**src/rtl/rx_sync_hop_controller_unit_assert.svh**
```systemverilog
// Assertion macros shared by the RTL. Empty when SYNTH is defined.
`ifndef RX_SYNC_HOP_CONTROLLER_UNIT_ASSERT_SVH
`define RX_SYNC_HOP_CONTROLLER_UNIT_ASSERT_SVH
`ifndef SYNTH
// implication checked every clock outside reset
`define RSHC_ASSERT(lbl, clk, rst_n, prop, msg) \
    lbl: assert property (@(posedge clk) disable iff (!rst_n) prop) else $error(msg);
// plain check, no reset gating
`define RSHC_ASSERT_ALWAYS(lbl, clk, prop, msg) \
    lbl: assert property (@(posedge clk) prop) else $error(msg);
`else
`define RSHC_ASSERT(lbl, clk, rst_n, prop, msg)
`define RSHC_ASSERT_ALWAYS(lbl, clk, prop, msg)
`endif
`endif

```
**src/rtl/rshc_pkg.sv**
```systemverilog
package rshc_pkg;

    localparam int PERIOD_W     = 24;
    localparam int LOSS_W       = 8;
    localparam int CNT_W        = 5;
    localparam int HOP_W        = 4;
    localparam int MODE_W       = 2;
    localparam int CFG_IDX_W    = 3;
    localparam int CFG_DATA_W   = 24;
    localparam int MAX_CHANNELS = 16;
    localparam int HOP_SLOTS    = 2 ** HOP_W;

    // effective hop table limit
    localparam logic [CNT_W-1:0] HOP_CAP =
        CNT_W'((MAX_CHANNELS < HOP_SLOTS) ? MAX_CHANNELS : HOP_SLOTS);

    localparam logic [LOSS_W-1:0] LOSS_MAX = '1;

    // event codes
    localparam logic [MODE_W-1:0] EVT_TICK = 2'd0;
    localparam logic [MODE_W-1:0] EVT_PKT  = 2'd1;
    localparam logic [MODE_W-1:0] EVT_SCAN = 2'd2;

    // config register indexes
    localparam logic [CFG_IDX_W-1:0] CFG_SEARCH_PERIOD  = 3'd0;
    localparam logic [CFG_IDX_W-1:0] CFG_OPERATE_PERIOD = 3'd1;
    localparam logic [CFG_IDX_W-1:0] CFG_AFTER_ACK      = 3'd2;
    localparam logic [CFG_IDX_W-1:0] CFG_ACK_WAIT       = 3'd3;
    localparam logic [CFG_IDX_W-1:0] CFG_LOSS_THRESH    = 3'd4;
    localparam logic [CFG_IDX_W-1:0] CFG_CHAN_COUNT     = 3'd5;

    // config reset values
    localparam logic [PERIOD_W-1:0] RST_SEARCH_PERIOD  = 24'd32768;
    localparam logic [PERIOD_W-1:0] RST_OPERATE_PERIOD = 24'd3277;
    localparam logic [PERIOD_W-1:0] RST_AFTER_ACK      = 24'd3000;
    localparam logic [PERIOD_W-1:0] RST_ACK_WAIT       = 24'd300;
    localparam logic [LOSS_W-1:0]   RST_LOSS_THRESH    = 8'd3;
    localparam logic [CNT_W-1:0]    RST_CHAN_COUNT     = 5'd3;

    typedef enum logic [1:0] {
        LINK_SEARCH   = 2'd0,
        LINK_WAIT_ACK = 2'd1,
        LINK_OPERATE  = 2'd2
    } t_link;

    typedef struct packed {
        logic [PERIOD_W-1:0] search_period;
        logic [PERIOD_W-1:0] operate_period;
        logic [PERIOD_W-1:0] after_ack_period;
        logic [PERIOD_W-1:0] ack_wait_period;
        logic [LOSS_W-1:0]   loss_threshold;
        logic [CNT_W-1:0]    channel_count;
    } t_cfg;

    typedef struct packed {
        logic [MODE_W-1:0] mode;
        logic              payload_ok;
    } t_evt_word;

    typedef struct packed {
        logic                rx_enable;
        logic [HOP_W-1:0]    channel_index;
        logic                channel_set;
        logic [PERIOD_W-1:0] timer_period;
        logic                timer_restart;
        logic                reply_sent;
        logic [1:0]          link_state;
        logic [LOSS_W-1:0]   loss_count;
    } t_res_word;

    // next hop index, wrapping at the effective channel count
    function automatic logic [HOP_W-1:0] next_hop(
        input logic [HOP_W-1:0] idx,
        input logic [CNT_W-1:0] cnt
    );
        logic [CNT_W-1:0] lim;
        logic [CNT_W-1:0] nxt;
        lim = (cnt > HOP_CAP) ? HOP_CAP : cnt;
        if (lim == '0) begin
            lim = CNT_W'(1);
        end
        nxt = CNT_W'(idx) + CNT_W'(1);
        return (nxt >= lim) ? '0 : nxt[HOP_W-1:0];
    endfunction

endpackage

```
**src/rtl/rshc_cfg_regs.sv**
```systemverilog
module rshc_cfg_regs import rshc_pkg::*; (
    input  logic                  i_clk,
    input  logic                  i_rst_n,
    input  logic                  i_cfg_we,
    input  logic [CFG_IDX_W-1:0]  i_cfg_idx,
    input  logic [CFG_DATA_W-1:0] i_cfg_wdata,
    output t_cfg                  o_cfg
);

    t_cfg r_cfg;

    always_ff @(posedge i_clk) begin
        if (!i_rst_n) begin
            r_cfg.search_period    <= RST_SEARCH_PERIOD;
            r_cfg.operate_period   <= RST_OPERATE_PERIOD;
            r_cfg.after_ack_period <= RST_AFTER_ACK;
            r_cfg.ack_wait_period  <= RST_ACK_WAIT;
            r_cfg.loss_threshold   <= RST_LOSS_THRESH;
            r_cfg.channel_count    <= RST_CHAN_COUNT;
        end else if (i_cfg_we) begin
            unique case (i_cfg_idx)
                CFG_SEARCH_PERIOD:  r_cfg.search_period    <= i_cfg_wdata[PERIOD_W-1:0];
                CFG_OPERATE_PERIOD: r_cfg.operate_period   <= i_cfg_wdata[PERIOD_W-1:0];
                CFG_AFTER_ACK:      r_cfg.after_ack_period <= i_cfg_wdata[PERIOD_W-1:0];
                CFG_ACK_WAIT:       r_cfg.ack_wait_period  <= i_cfg_wdata[PERIOD_W-1:0];
                CFG_LOSS_THRESH:    r_cfg.loss_threshold   <= i_cfg_wdata[LOSS_W-1:0];
                CFG_CHAN_COUNT:     r_cfg.channel_count    <= i_cfg_wdata[CNT_W-1:0];
                default: begin
                end
            endcase
        end
    end

    assign o_cfg = r_cfg;

endmodule

```
**config.mk**
```make
export PLATFORM = sky130hd
export DESIGN_NAME = rshc_cfg_regs
export DESIGN_NICKNAME = d
export VERILOG_FILES = /design/src/rtl/rx_sync_hop_controller_unit_assert.svh /design/src/rtl/rshc_pkg.sv /design/src/rtl/rshc_cfg_regs.sv
export SDC_FILE = /design/constraint.sdc
export NUM_CORES = 1
export LEC_CHECK = 0
export ABC_AREA = 1
export BUFFER_PORTS_ARGS = -buffer_cell sky130_fd_sc_hd__buf_4
export CAP_MARGIN = 25
export CORE_UTILIZATION = 45
export DETAILED_ROUTE_END_ITERATION = 8
export HOLD_SLACK_MARGIN = 0.08
export PLACE_DENSITY = 0.82
export SYNTH_ARGS = -nofsm -noshare
export SYNTH_HDL_FRONTEND = slang
export SYNTH_SLANG_ARGS = --single-unit
```
**constraint.sdc**
```tcl
create_clock -name i_clk -period 2.69 [get_ports i_clk]
set_clock_uncertainty 0.05 [all_clocks]
set_input_delay 0.1345 -clock i_clk [delete_from_list [all_inputs] [get_ports i_clk]]
set_output_delay 0.1345 -clock i_clk [all_outputs]
set_load 0.05 [all_outputs]
```
# Yosys cells after proc, flatten, opt, wreduce, memory -nomap -nowiden
# Cells that the tools add are included.
# op_classes
reduce_logical	7
eq_ne	5
# op_table
op	count
2-bit AND reduction	6
3-bit by 2-bit equality test with 1-bit output (second input constant)	2
3-bit equality test (second input constant)	2
3-bit by 1-bit equality test with 1-bit output (second input constant)	1
3-bit zero test	1
# word_totals
elab_cells	18
ff_bits	109

# Logic depth before layout (Yosys ltp)
# depth
word_depth	2
ltp_mapped	6
ltp_nobuf	5

# Worst setup path after synthesis
# OpenSTA, ideal clock, no wires.
# synth_timing
path_type	input -> register
start	input port i_rst_n
end	register r_cfg (netlist bit o_cfg[45])
arrival_time_ns	0.844
setup_time_ns	0.130
n_path_buf	3
setup_slack_ns	1.666
path_stages	4
required_ns	2.510
path_cell_list	buf_2 buf_2 buf_1 nand3_1
# synth_rtl
element	line_no	rtl
from (decl)	rshc_cfg_regs.sv:3	input logic i_rst_n,
to (decl)	rshc_cfg_regs.sv:10	t_cfg r_cfg;
# No word-level cell between the ends.

# Worst setup path after layout
# layout_timing
start	input port i_cfg_idx[0]
end	register r_cfg (netlist bit o_cfg[64])
# layout_between
elab_chain_cells	2
# layout_rtl
element	line_no	rtl
from (decl)	rshc_cfg_regs.sv:5	input logic [CFG_IDX_W-1:0] i_cfg_idx,
3-bit by 1-bit equality test with 1-bit output	rshc_cfg_regs.sv:21	unique case (i_cfg_idx)
2-bit AND reduction (no source line)	--	
# Every way passes these cells.
# A chain may end at the register's enable or synchronous reset.

==> out/results.tsv <==
metric	value	unit
status	finished clean	
io_buffers	138	
antenna_found_initial	0	
area_delta_synth_final	31.7	%
seq_area	2180	sq um
hold_path_end	o_cfg[36]	
vias	4305	
utilization	61.5	%
final_layout_size_suffix_gt1_share	22.8	%
overflow	0	
clock_sinks	109	
avgSynthCellArea	7.10	sq um
viasPerCell	4.92	
worstMarginPinSlew	0.847	ns
setup.worst_path.end_class	flop	
final_common_cell	nor2_1	
fillerInstances	845	
fmax	0.744	GHz
setup_ws	1.35	ns
ff2ff_setup_slack	2.01	ns
dr.first_iter.drc_count	224	
yosysWarnings	0	
dp_hpwl	8.45	mm
post_drt_wl_per_cell	13.7	microns
drc	0	
rr_endpoint	o_cfg[26]	
dieHeight	100	microns
fin_tns_setup	0	ns
grt_max_degree	110	
ys_seq_elements	109	
htreeDepth	3	
p_leak	0.00273	uW
dp_slack	0.936	ns
numCtsBuffers	9	
critPathKind	in2reg	
seq_area_frac_synth	50.3	%
hold_depth	5	
cts_tree	built	
multiInputGateArea	1830	sq um
finalInstanceArea	5710	sq um
drtPass1Iterations	5	
synth_area	4340	sq um
p_per_area	583	nW/um^2
critPathRequiredTime	2.88	ns
slew_viol_final	0	
layout_common_cells	nor2_1 (173), nand2_1 (142), buf_4 (141)	
core_area	9280	sq um
hold_violations	0	
wirelength	12.0	mm
dpl_cell_area	5340	sq um
nets	771	
ios	139	
grt_pass1_wl	19.2	mm
slew_headroom	43.5	%
die_x	100	microns
period_needed	1.34	ns
total_power	3330	uW
grt_pass1_vias	3950	
fin_crit_sh	49.9	%
num_antenna_cells	0	
reg2regPathDepth	2	
drtAntennaViolNets	0	
cts_root_buffer	clkbuf_8	
cap_violations	0	
initial_utilization	46.7	%
syn_nets	641	
clock_latency	0.36	ns
cts_max_path_buffers	2	
netlist_instances	611	
clkTransAtPathRegs	0.10	ns
hp-start	i_cfg_wdata[23]	
ir_drop	0.321	mV
critPathArrivalTime	1.54	ns
rsz0062_at_grt	no	
largest_reg_flops	109	
num_rows	35	
critPathLaunchType	primary input	
ys_types	14	
grtUsageTotal	24.4	%
gp_congestion	0.903	
dieArea	10000	sq um
path_max_fanout	22	
worstReg2RegStart	o_cfg[26]	
finalSetupViolations	0	
hold_path_class	in2reg	
[report_power, final]
group	internal, uW	switching (uW)	total, uW
logic	183	415	598
clock network	465	560	1030
registers	1670	34.0	1700
[cell usage after synthesis (all sizes together)]
| master | count | area (sq um) |
|---|---|---|
| buf | 34 | 206 |
| nand2 | 144 | 546 |
| dfxtp | 109 | 2180 |
| nor2 | 182 | 733 |
| inv | 30 | 113 |
| nand3 | 109 | 546 |
| clkbuf | 3 | 11.3 |
[cells by family (layout without fill, tap and decap cells)]
kind of cell  after synthesis  in the layout  synth area share [%]
buf+inv                    67            202                  7.62
flops                     109            109                  50.3
simple gates              435            435                  42.1
[metal layers]
| metal | track usage [%] | routed length [microns] |
|---|---|---|
| met1 | 30.0 | 5040 |
| met2 | 41.9 | 5680 |
| met3 | 5.01 | 980 |
| met4 | 9.59 | 291 |
| met5 | 0 | 0 |
[how the worst max path moves through the flow]
stage,from,end,cells past startpoint
after floorplan,i_rst_n,o_cfg[45],4
after global placement,i_cfg_idx[0],o_cfg[67],6
after detailed placement,i_cfg_idx[0],o_cfg[64],6
after CTS,i_cfg_idx[0],o_cfg[64],6
after global routing,i_cfg_idx[0],o_cfg[71],6
final,i_cfg_idx[0],o_cfg[64],6
[critical path, cell delays in order]
cell	delay (ns)
buf_4	0.13
inv_2	0.05
nor2_2	0.64
nand2_1	0.35
nand2_1	0.14
nand3_1	0.09
[final cells by class]
cell class	count	share of cell area, %
clock inverters	4	0.964
multi-input cells	435	32.0
flip-flops and latches	109	38.2
well taps	129	2.83
inverters	30	1.97
clock buffers	12	2.54
repair buffers	156	21.5
[through the flow]
stage / cells / hold slack, ns
6_report: 875 / 0.104
5_1_grt: 875 / 0.119
4_1_cts: 873 / 0.105
3_5_place_dp: 844 / 0.304
3_3_place_gp: 844 / 0.295
2_1_floorplan: 611 / 0.198
[what timing repair did]
action,CTS,global route
buffers inserted,0,0
endpoints found under the hold margin,23,1
gates resized for setup,0,0
hold buffers,13,1
No activity file was read; power rests on OpenSTA's default activity.
