==> src/rtl/rx_sync_hop_controller_unit_assert.svh <==
// Assertion macros shared by the RTL. Empty when SYNTH is defined.
`ifndef RX_SYNC_HOP_CONTROLLER_UNIT_ASSERT_SVH
`define RX_SYNC_HOP_CONTROLLER_UNIT_ASSERT_SVH
`ifndef SYNTH
// implication checked every clock outside reset
`define RSHC_ASSERT(lbl, clk, rst_n, prop, msg) \
    lbl: assert property (@(posedge clk) disable iff (!rst_n) prop) else $error(msg);
// plain check, no reset gating
`define RSHC_ASSERT_ALWAYS(lbl, clk, prop, msg) \
    lbl: assert property (@(posedge clk) prop) else $error(msg);
`else
`define RSHC_ASSERT(lbl, clk, rst_n, prop, msg)
`define RSHC_ASSERT_ALWAYS(lbl, clk, prop, msg)
`endif
`endif

==> src/rtl/rshc_pkg.sv <==
package rshc_pkg;

    localparam int PERIOD_W     = 24;
    localparam int LOSS_W       = 8;
    localparam int CNT_W        = 5;
    localparam int HOP_W        = 4;
    localparam int MODE_W       = 2;
    localparam int CFG_IDX_W    = 3;
    localparam int CFG_DATA_W   = 24;
    localparam int MAX_CHANNELS = 16;
    localparam int HOP_SLOTS    = 2 ** HOP_W;

    // effective hop table limit
    localparam logic [CNT_W-1:0] HOP_CAP =
        CNT_W'((MAX_CHANNELS < HOP_SLOTS) ? MAX_CHANNELS : HOP_SLOTS);

    localparam logic [LOSS_W-1:0] LOSS_MAX = '1;

    // event codes
    localparam logic [MODE_W-1:0] EVT_TICK = 2'd0;
    localparam logic [MODE_W-1:0] EVT_PKT  = 2'd1;
    localparam logic [MODE_W-1:0] EVT_SCAN = 2'd2;

    // config register indexes
    localparam logic [CFG_IDX_W-1:0] CFG_SEARCH_PERIOD  = 3'd0;
    localparam logic [CFG_IDX_W-1:0] CFG_OPERATE_PERIOD = 3'd1;
    localparam logic [CFG_IDX_W-1:0] CFG_AFTER_ACK      = 3'd2;
    localparam logic [CFG_IDX_W-1:0] CFG_ACK_WAIT       = 3'd3;
    localparam logic [CFG_IDX_W-1:0] CFG_LOSS_THRESH    = 3'd4;
    localparam logic [CFG_IDX_W-1:0] CFG_CHAN_COUNT     = 3'd5;

    // config reset values
    localparam logic [PERIOD_W-1:0] RST_SEARCH_PERIOD  = 24'd32768;
    localparam logic [PERIOD_W-1:0] RST_OPERATE_PERIOD = 24'd3277;
    localparam logic [PERIOD_W-1:0] RST_AFTER_ACK      = 24'd3000;
    localparam logic [PERIOD_W-1:0] RST_ACK_WAIT       = 24'd300;
    localparam logic [LOSS_W-1:0]   RST_LOSS_THRESH    = 8'd3;
    localparam logic [CNT_W-1:0]    RST_CHAN_COUNT     = 5'd3;

    typedef enum logic [1:0] {
        LINK_SEARCH   = 2'd0,
        LINK_WAIT_ACK = 2'd1,
        LINK_OPERATE  = 2'd2
    } t_link;

    typedef struct packed {
        logic [PERIOD_W-1:0] search_period;
        logic [PERIOD_W-1:0] operate_period;
        logic [PERIOD_W-1:0] after_ack_period;
        logic [PERIOD_W-1:0] ack_wait_period;
        logic [LOSS_W-1:0]   loss_threshold;
        logic [CNT_W-1:0]    channel_count;
    } t_cfg;

    typedef struct packed {
        logic [MODE_W-1:0] mode;
        logic              payload_ok;
    } t_evt_word;

    typedef struct packed {
        logic                rx_enable;
        logic [HOP_W-1:0]    channel_index;
        logic                channel_set;
        logic [PERIOD_W-1:0] timer_period;
        logic                timer_restart;
        logic                reply_sent;
        logic [1:0]          link_state;
        logic [LOSS_W-1:0]   loss_count;
    } t_res_word;

    // next hop index, wrapping at the effective channel count
    function automatic logic [HOP_W-1:0] next_hop(
        input logic [HOP_W-1:0] idx,
        input logic [CNT_W-1:0] cnt
    );
        logic [CNT_W-1:0] lim;
        logic [CNT_W-1:0] nxt;
        lim = (cnt > HOP_CAP) ? HOP_CAP : cnt;
        if (lim == '0) begin
            lim = CNT_W'(1);
        end
        nxt = CNT_W'(idx) + CNT_W'(1);
        return (nxt >= lim) ? '0 : nxt[HOP_W-1:0];
    endfunction

endpackage

==> src/rtl/rshc_link_fsm.sv <==
`include "rx_sync_hop_controller_unit_assert.svh"

module rshc_link_fsm import rshc_pkg::*; (
    input  logic      i_clk,
    input  logic      i_rst_n,
    input  t_cfg      i_cfg,
    input  logic      i_go,
    input  t_evt_word i_evt,
    output t_res_word o_res
);

    t_link               r_link, n_link;
    logic                r_rx_on, n_rx_on;
    logic                r_reload, n_reload;
    logic                r_first, n_first;
    logic                r_got, n_got;
    logic [HOP_W-1:0]    r_hop, n_hop;
    logic [LOSS_W-1:0]   r_missed, n_missed;
    logic [PERIOD_W-1:0] r_period, n_period;

    logic [HOP_W-1:0] w_nxt_hop;
    logic             w_lost;
    logic             w_chan_set;
    logic [HOP_W-1:0] w_chan_out;
    logic             w_restart;
    logic             w_reply;

    assign w_nxt_hop = next_hop(r_hop, i_cfg.channel_count);
    assign w_lost    = (r_missed >= i_cfg.loss_threshold);

    // link state
    always_comb begin
        n_link = r_link;
        unique case (i_evt.mode)
            EVT_SCAN: n_link = LINK_SEARCH;
            EVT_PKT:  n_link = LINK_WAIT_ACK;
            EVT_TICK: begin
                unique case (r_link)
                    LINK_WAIT_ACK: n_link = LINK_OPERATE;
                    LINK_OPERATE:  n_link = w_lost ? LINK_SEARCH : LINK_OPERATE;
                    default:       n_link = r_link;
                endcase
            end
            default: n_link = r_link;
        endcase
    end

    // flags, counters and actions
    always_comb begin
        n_rx_on    = r_rx_on;
        n_reload   = r_reload;
        n_first    = r_first;
        n_got      = r_got;
        n_hop      = r_hop;
        n_missed   = r_missed;
        n_period   = r_period;
        w_chan_set = 1'b0;
        w_chan_out = r_hop;
        w_restart  = 1'b0;
        w_reply    = 1'b0;
        unique case (i_evt.mode)
            EVT_SCAN: begin
                n_period = i_cfg.search_period;
                n_rx_on  = 1'b1;
            end
            EVT_PKT: begin
                if (r_first) begin
                    n_rx_on    = 1'b0;
                    n_hop      = w_nxt_hop;
                    w_chan_set = 1'b1;
                    w_chan_out = w_nxt_hop;
                    n_first    = 1'b0;
                end
                n_got     = 1'b1;
                w_reply   = i_evt.payload_ok;
                w_restart = 1'b1;
                n_period  = i_cfg.ack_wait_period;
                n_missed  = '0;
            end
            EVT_TICK: begin
                w_restart = 1'b1;
                unique case (r_link)
                    LINK_SEARCH: begin
                        if (r_reload) begin
                            n_period = i_cfg.search_period;
                            n_reload = 1'b0;
                        end
                        n_rx_on = !r_rx_on;
                        if (!r_rx_on) begin
                            n_hop      = w_nxt_hop;
                            w_chan_set = 1'b1;
                            w_chan_out = w_nxt_hop;
                        end
                    end
                    LINK_WAIT_ACK: begin
                        n_rx_on  = 1'b0;
                        n_period = i_cfg.after_ack_period;
                        n_got    = 1'b1;
                    end
                    default: begin
                        if (w_lost) begin
                            // fall back: receiver and channel stay put
                            n_reload = 1'b1;
                            n_first  = 1'b1;
                        end else begin
                            n_period   = i_cfg.operate_period;
                            w_chan_set = 1'b1;
                            n_hop      = w_nxt_hop;
                            if (!r_got && (r_missed != LOSS_MAX)) begin
                                n_missed = r_missed + LOSS_W'(1);
                            end
                            n_rx_on = 1'b1;
                        end
                        n_got = 1'b0;
                    end
                endcase
            end
            default: begin
            end
        endcase
    end

    always_ff @(posedge i_clk) begin
        if (!i_rst_n) begin
            r_link   <= LINK_SEARCH;
            r_rx_on  <= 1'b1;
            r_reload <= 1'b0;
            r_first  <= 1'b1;
            r_got    <= 1'b0;
            r_hop    <= '0;
            r_missed <= '0;
            r_period <= RST_SEARCH_PERIOD;
        end else if (i_go) begin
            r_link   <= n_link;
            r_rx_on  <= n_rx_on;
            r_reload <= n_reload;
            r_first  <= n_first;
            r_got    <= n_got;
            r_hop    <= n_hop;
            r_missed <= n_missed;
            r_period <= n_period;
        end
    end

    always_comb begin
        o_res.rx_enable     = n_rx_on;
        o_res.channel_index = w_chan_out;
        o_res.channel_set   = w_chan_set;
        o_res.timer_period  = n_period;
        o_res.timer_restart = w_restart;
        o_res.reply_sent    = w_reply;
        o_res.link_state    = n_link;
        o_res.loss_count    = n_missed;
    end

    `RSHC_ASSERT(a_pkt_sync, i_clk, i_rst_n, (i_go && i_evt.mode == EVT_PKT) |=> (r_link == LINK_WAIT_ACK && r_missed == '0 && !r_first), "packet did not sync link")
    `RSHC_ASSERT(a_search_on, i_clk, i_rst_n, (i_go && i_evt.mode == EVT_TICK && r_link == LINK_SEARCH && !r_rx_on) |=> (r_rx_on && $past(w_chan_set)), "search tick did not hop")
    `RSHC_ASSERT(a_loss_sat, i_clk, i_rst_n, (r_missed == LOSS_MAX) |=> (r_missed == LOSS_MAX || r_missed == '0), "loss count wrapped")
    `RSHC_ASSERT(a_idle_hold, i_clk, i_rst_n, !i_go |=> ($stable(r_link) && $stable(r_hop) && $stable(r_period)), "state moved without event")

endmodule

==> config.mk <==
export PLATFORM = sky130hd
export DESIGN_NAME = rshc_link_fsm
export DESIGN_NICKNAME = d
export VERILOG_FILES = /design/src/rtl/rshc_pkg.sv /design/src/rtl/rshc_link_fsm.sv
export VERILOG_INCLUDE_DIRS = /design/src /design/src/rtl
export SDC_FILE = /design/constraint.sdc
export NUM_CORES = 1
export LEC_CHECK = 0
export ABC_CLOCK_PERIOD_IN_PS = 5800
export BUFFER_PORTS_ARGS = -buffer_cell sky130_fd_sc_hd__buf_2
export CAP_MARGIN = 25
export CORE_MARGIN = 2
export CORE_UTILIZATION = 50
export DETAILED_ROUTE_END_ITERATION = 10
export PLACE_DENSITY_LB_ADDON = 0.3
export SLEW_MARGIN = 20
export SYNTH_ARGS = -nofsm -noshare
export SYNTH_HDL_FRONTEND = slang
export SYNTH_SLANG_ARGS = --single-unit
==> constraint.sdc <==
create_clock -name i_clk -period 5.8 [get_ports i_clk]
set_input_delay 0.87 -clock i_clk [delete_from_list [all_inputs] [get_ports i_clk]]
set_output_delay 0.87 -clock i_clk [all_outputs]
set_load 0.1 [all_outputs]
== Word-level counts from Yosys, hierarchy flattened ==
Cells that the tools add are included.
Storage, ports and cells
  input port bits: 115
  logic and storage cells: 76
  register bits: 42
  output and inout bits: 42
Operators by class
  mux-type cells: 38
  bitwise logic cells: 1
  $lt $le $gt $ge: 3
  add/subtract/negate cells: 2
  reductions and logical operators: 14
  equal/unequal tests: 10
Operators by type and width (count)
  one-hot mux 24 bit (3 select lines): 1
  two-way mux 24 bit: 2
  one-hot mux 24 bit (2 select lines): 1
  two-way mux 8 bit: 3
  one-hot mux 4 bit (2 select lines): 3
  two-way mux 4 bit: 5
  one-hot mux 8 bit (2 select lines): 1
  one-hot mux 1 bit (2 select lines): 7
  AND reduction 4 bit: 3
  two-way mux 5 bit: 2
  two-way mux 1 bit: 9
  adder 8 x 1 -> 8 bit, second input constant: 1
  greater-or-equal comparator 8 bit: 1
  inequality test 2 bit, second input constant: 4
  inequality test 8 bit, second input constant: 1
  one-hot mux 2 bit (3 select lines): 1
  adder 4 x 1 -> 5 bit, second input constant: 1
  greater-or-equal comparator 5 bit: 1
  greater-than comparator 5 bit, second input constant: 1
  zero test 5 bit: 1
  == test 2 x 1 -> 1 bit, second input constant: 2
  == test 2 bit, second input constant: 2
  zero test 2 bit: 2
  one-hot mux 2 bit (2 select lines): 1
  other kinds (9): 12

== Depth between registers and ports, before layout ==
  depth after elaboration: 9
  gate-level depth with buffers: 10

== Worst setup path after synthesis ==
No wires, ideal clock.
  kind: input -> output
  from: input i_cfg[7] in the netlist's numbering
  to: output o_res[17] in the netlist's numbering
  arrival: 4.438 ns
  slack: 0.492 ns
  data required time: 4.930 ns
  stages on the path: 9
  cell sequence: inv_1 -> ha_1 -> a211oi_1 -> o21ai_1 -> a211oi_2 -> buf_2 -> mux2_2 -> a21oi_1 -> a211oi_1
RTL lines
  start: declaration: line rshc_link_fsm.sv:6  | input t_cfg i_cfg,
  end: declaration: line rshc_link_fsm.sv:9  | output t_res_word o_res

==> impl_metrics.json <==
{
  "status": "finished clean",
  "final_cell_mix": "156 x buf_2, 99 x nor2_1, 60 x a21oi_1",
  "ys_seq_area_share_pct": 18.6,
  "place.port_buffers": 156,
  "synthCells": 613,
  "grt_antenna_before_repair": 1,
  "final_max_slew_viol_count": 0,
  "synth_area_leader_cell": "dfxtp_1",
  "grt_overflow_total": 0,
  "wl_per_cell_microns": 17.5,
  "drc": 0,
  "cts_hold_buf": 0,
  "fin_crit_sh_pct": 75.9,
  "synth_ff_type": "dfxtp_1",
  "drive_above_1_share_pct": 31.8,
  "skew_ns": 0.00702,
  "min_period_ns": 4.40,
  "insertion_delay_ns": 0.30,
  "path_clk_slew_ns": 0.09,
  "drtIter0Drc": 387,
  "num_rows": 34,
  "synth-async-reset-ratio_pct": 0,
  "synth_top_cell_area_share_pct": 18.6,
  "routed-via-count": 5417,
  "grt_max_degree": 64,
  "yosysUniqueCellTypes": 58,
  "hold_path.class": "reg2reg",
  "nNetsFinal": 871,
  "syn_area_sq_um": 4520,
  "cap_violations": 0,
  "routed_wl_microns": 14800,
  "numCtsBuffers": 5,
  "start_util_pct": 51.8,
  "die_h_microns": 99.0,
  "routabilityCongestion": 0.912,
  "drtAntennaViolNets": 0,
  "endpoint_kind": "primary output",
  "vias_per_cell": 6.40,
  "tightestPinTransition_ns": 0.872,
  "nFillCells": 800,
  "post_cts_buffers": 0,
  "synth_area_per_cell_sq_um": 7.37,
  "cts_tree": "built",
  "ioPinCount": 157,
  "synth_fp_nets": 747,
  "setup_viol": 0,
  "vdd_drop_max_v": 0.000132,
  "design.die.area_sq_um": 9810,
  "timing.setup.tns_ns": 0,
  "crit_path_max_fanout": 39,
  "rsz0062_at_grt": "false",
  "first_global_vias": 5091,
  "crit_type": "in2out",
  "layout_commonest_cell": "buf_2",
  "critPathLaunchType": "input pin",
  "cts.sinks": 42,
  "yosys_warnings": 0,
  "power_mw": 1.11,
  "grt_use_total_pct": 28.8,
  "fp.dieW_microns": 99.0,
  "cts_buffer_depth": 2,
  "grt_pass1_wl_microns": 23700,
  "htree_levels": 2,
  "hpwl_microns": 10100,
  "p_leak_nw": 2.41,
  "dr.pass1.iters": 5,
  "cts_resized": 0,
  "core-area_sq_um": 8720,
  "power_density_nw_per_um2": 204,
  "yosys-top-cells-area": "dfxtp_1 19%, mux2_2 12%, nor2_1 8.4%",
  "syn_to_final_growth_pct": 20.5,
  "cts-root-buf": "clkbuf_8",
  "arrival_ns": 3.53,
  "synth-seq-cells": 42,
  "hold_viol": 0,
  "relSlewSlack_pct": 41.9,
  "max_freq_mhz": 227,
  "required_ns": 4.93,
  "synth-edff-count": 0
}
[stage by stage]
stage          worst slack [ns]  cells  util (%)  cell area (sq um)  hold WS (ns)
5_1_grt                    1.19    846      62.4               5440         0.542
2_1_floorplan             0.492    613         -               4520         0.466
3_5_place_dp               1.36    837      60.9               5320         0.493
3_3_place_gp               1.48    835      60.6               5290         0.484
4_1_cts                    1.35    845      62.2               5420         0.507
6_report                   1.40    847      62.4               5440         0.507
[logic make-up (layout without fill, tap and decap cells)]
logic type | after synthesis | after routing | share of synthesized area (%)
AO/OA/AOI/OAI | 226 | 226 | 36.1
AND/OR/NAND/NOR | 194 | 194 | 18.8
buffers and inverters | 72 | 197 | 6.84
multiplexers | 52 | 52 | 12.9
flip-flops | 42 | 42 | 18.6
adder cells (fa/ha/maj) | 19 | 19 | 5.26
XOR/XNOR | 8 | 8 | 1.55
other | 0 | 1 | 0
[critical path, cell delays in order]
cell      delay [ns]
buf_2           0.07
inv_1           0.03
ha_1            0.30
a211oi_1        0.22
o21ai_1         0.15
a211oi_4        0.25
buf_4           0.50
nand4_4         0.21
or3_1           0.35
a21oi_1         0.14
buf_2           0.44
[Yosys cell counts, types with 5 or more instances]
| cell | n |
|---|---|
| inv_1 | 19 |
| nand3_1 | 13 |
| and3_1 | 7 |
| a21oi_1 | 61 |
| buf_2 | 7 |
| buf_4 | 6 |
| nand2_1 | 45 |
| clkbuf_1 | 30 |
| o31ai_1 | 25 |
| mux2_2 | 47 |
| dfxtp_1 | 42 |
| a221o_1 | 23 |
| buf_1 | 7 |
| o21ai_0 | 16 |
| a211oi_1 | 26 |
| nor2_1 | 101 |
| nor3_1 | 5 |
| a31oi_1 | 5 |
| ha_1 | 19 |
| o21bai_1 | 23 |
| o221ai_1 | 23 |
[flip-flops by register name, summed over array words and instances, names as in the netlist]
name and count:
r_first 1, r_got 1, r_hop 4, r_link 2
r_missed 8, r_period 24, r_reload 1, r_rx_on 1
[power by group]
part	leakage (nW)	internal [mW]	switching, mW
Sequential	0.343	0.308	0.0235
Clock	0.0579	0.127	0.109
Combinational	2.00	0.153	0.389
[final cells by class]
type                            count  area, sq um  share of cell area [%]
Timing Repair Buffer              168          893                    16.4
Tap cell                          108          135                    2.48
Antenna cell                        1         2.50                  0.0460
Multi-Input combinational cell    499         3380                    62.2
Clock buffer                        5         68.8                    1.26
Clock inverter                      3         40.0                   0.736
Sequential cell                    42          841                    15.5
Inverter                           21         78.8                    1.45
[worst paths after layout]
kind,start,endpoint,slack [ns],cells past startpoint
worst max-delay path,i_cfg[7],o_res[5],1.40,11
worst min register to register,r_period[20],r_period[20],0.51,2
worst max register to register,r_missed[2],r_missed[2],2.93,8
worst min-delay path,r_period[20],r_period[20],0.51,2
[layer usage]
metal	up-vias	wire, microns	global-route usage (%)	part of all wire, %
li1	2555	-	-	-
met1	2531	6010	37.7	41
met2	310	7020	47.1	48
met3	21	1530	5.11	10
met4	0	220	11.5	1.5
met5	-	0	0	0
Power figures use the tool's default switching activity.
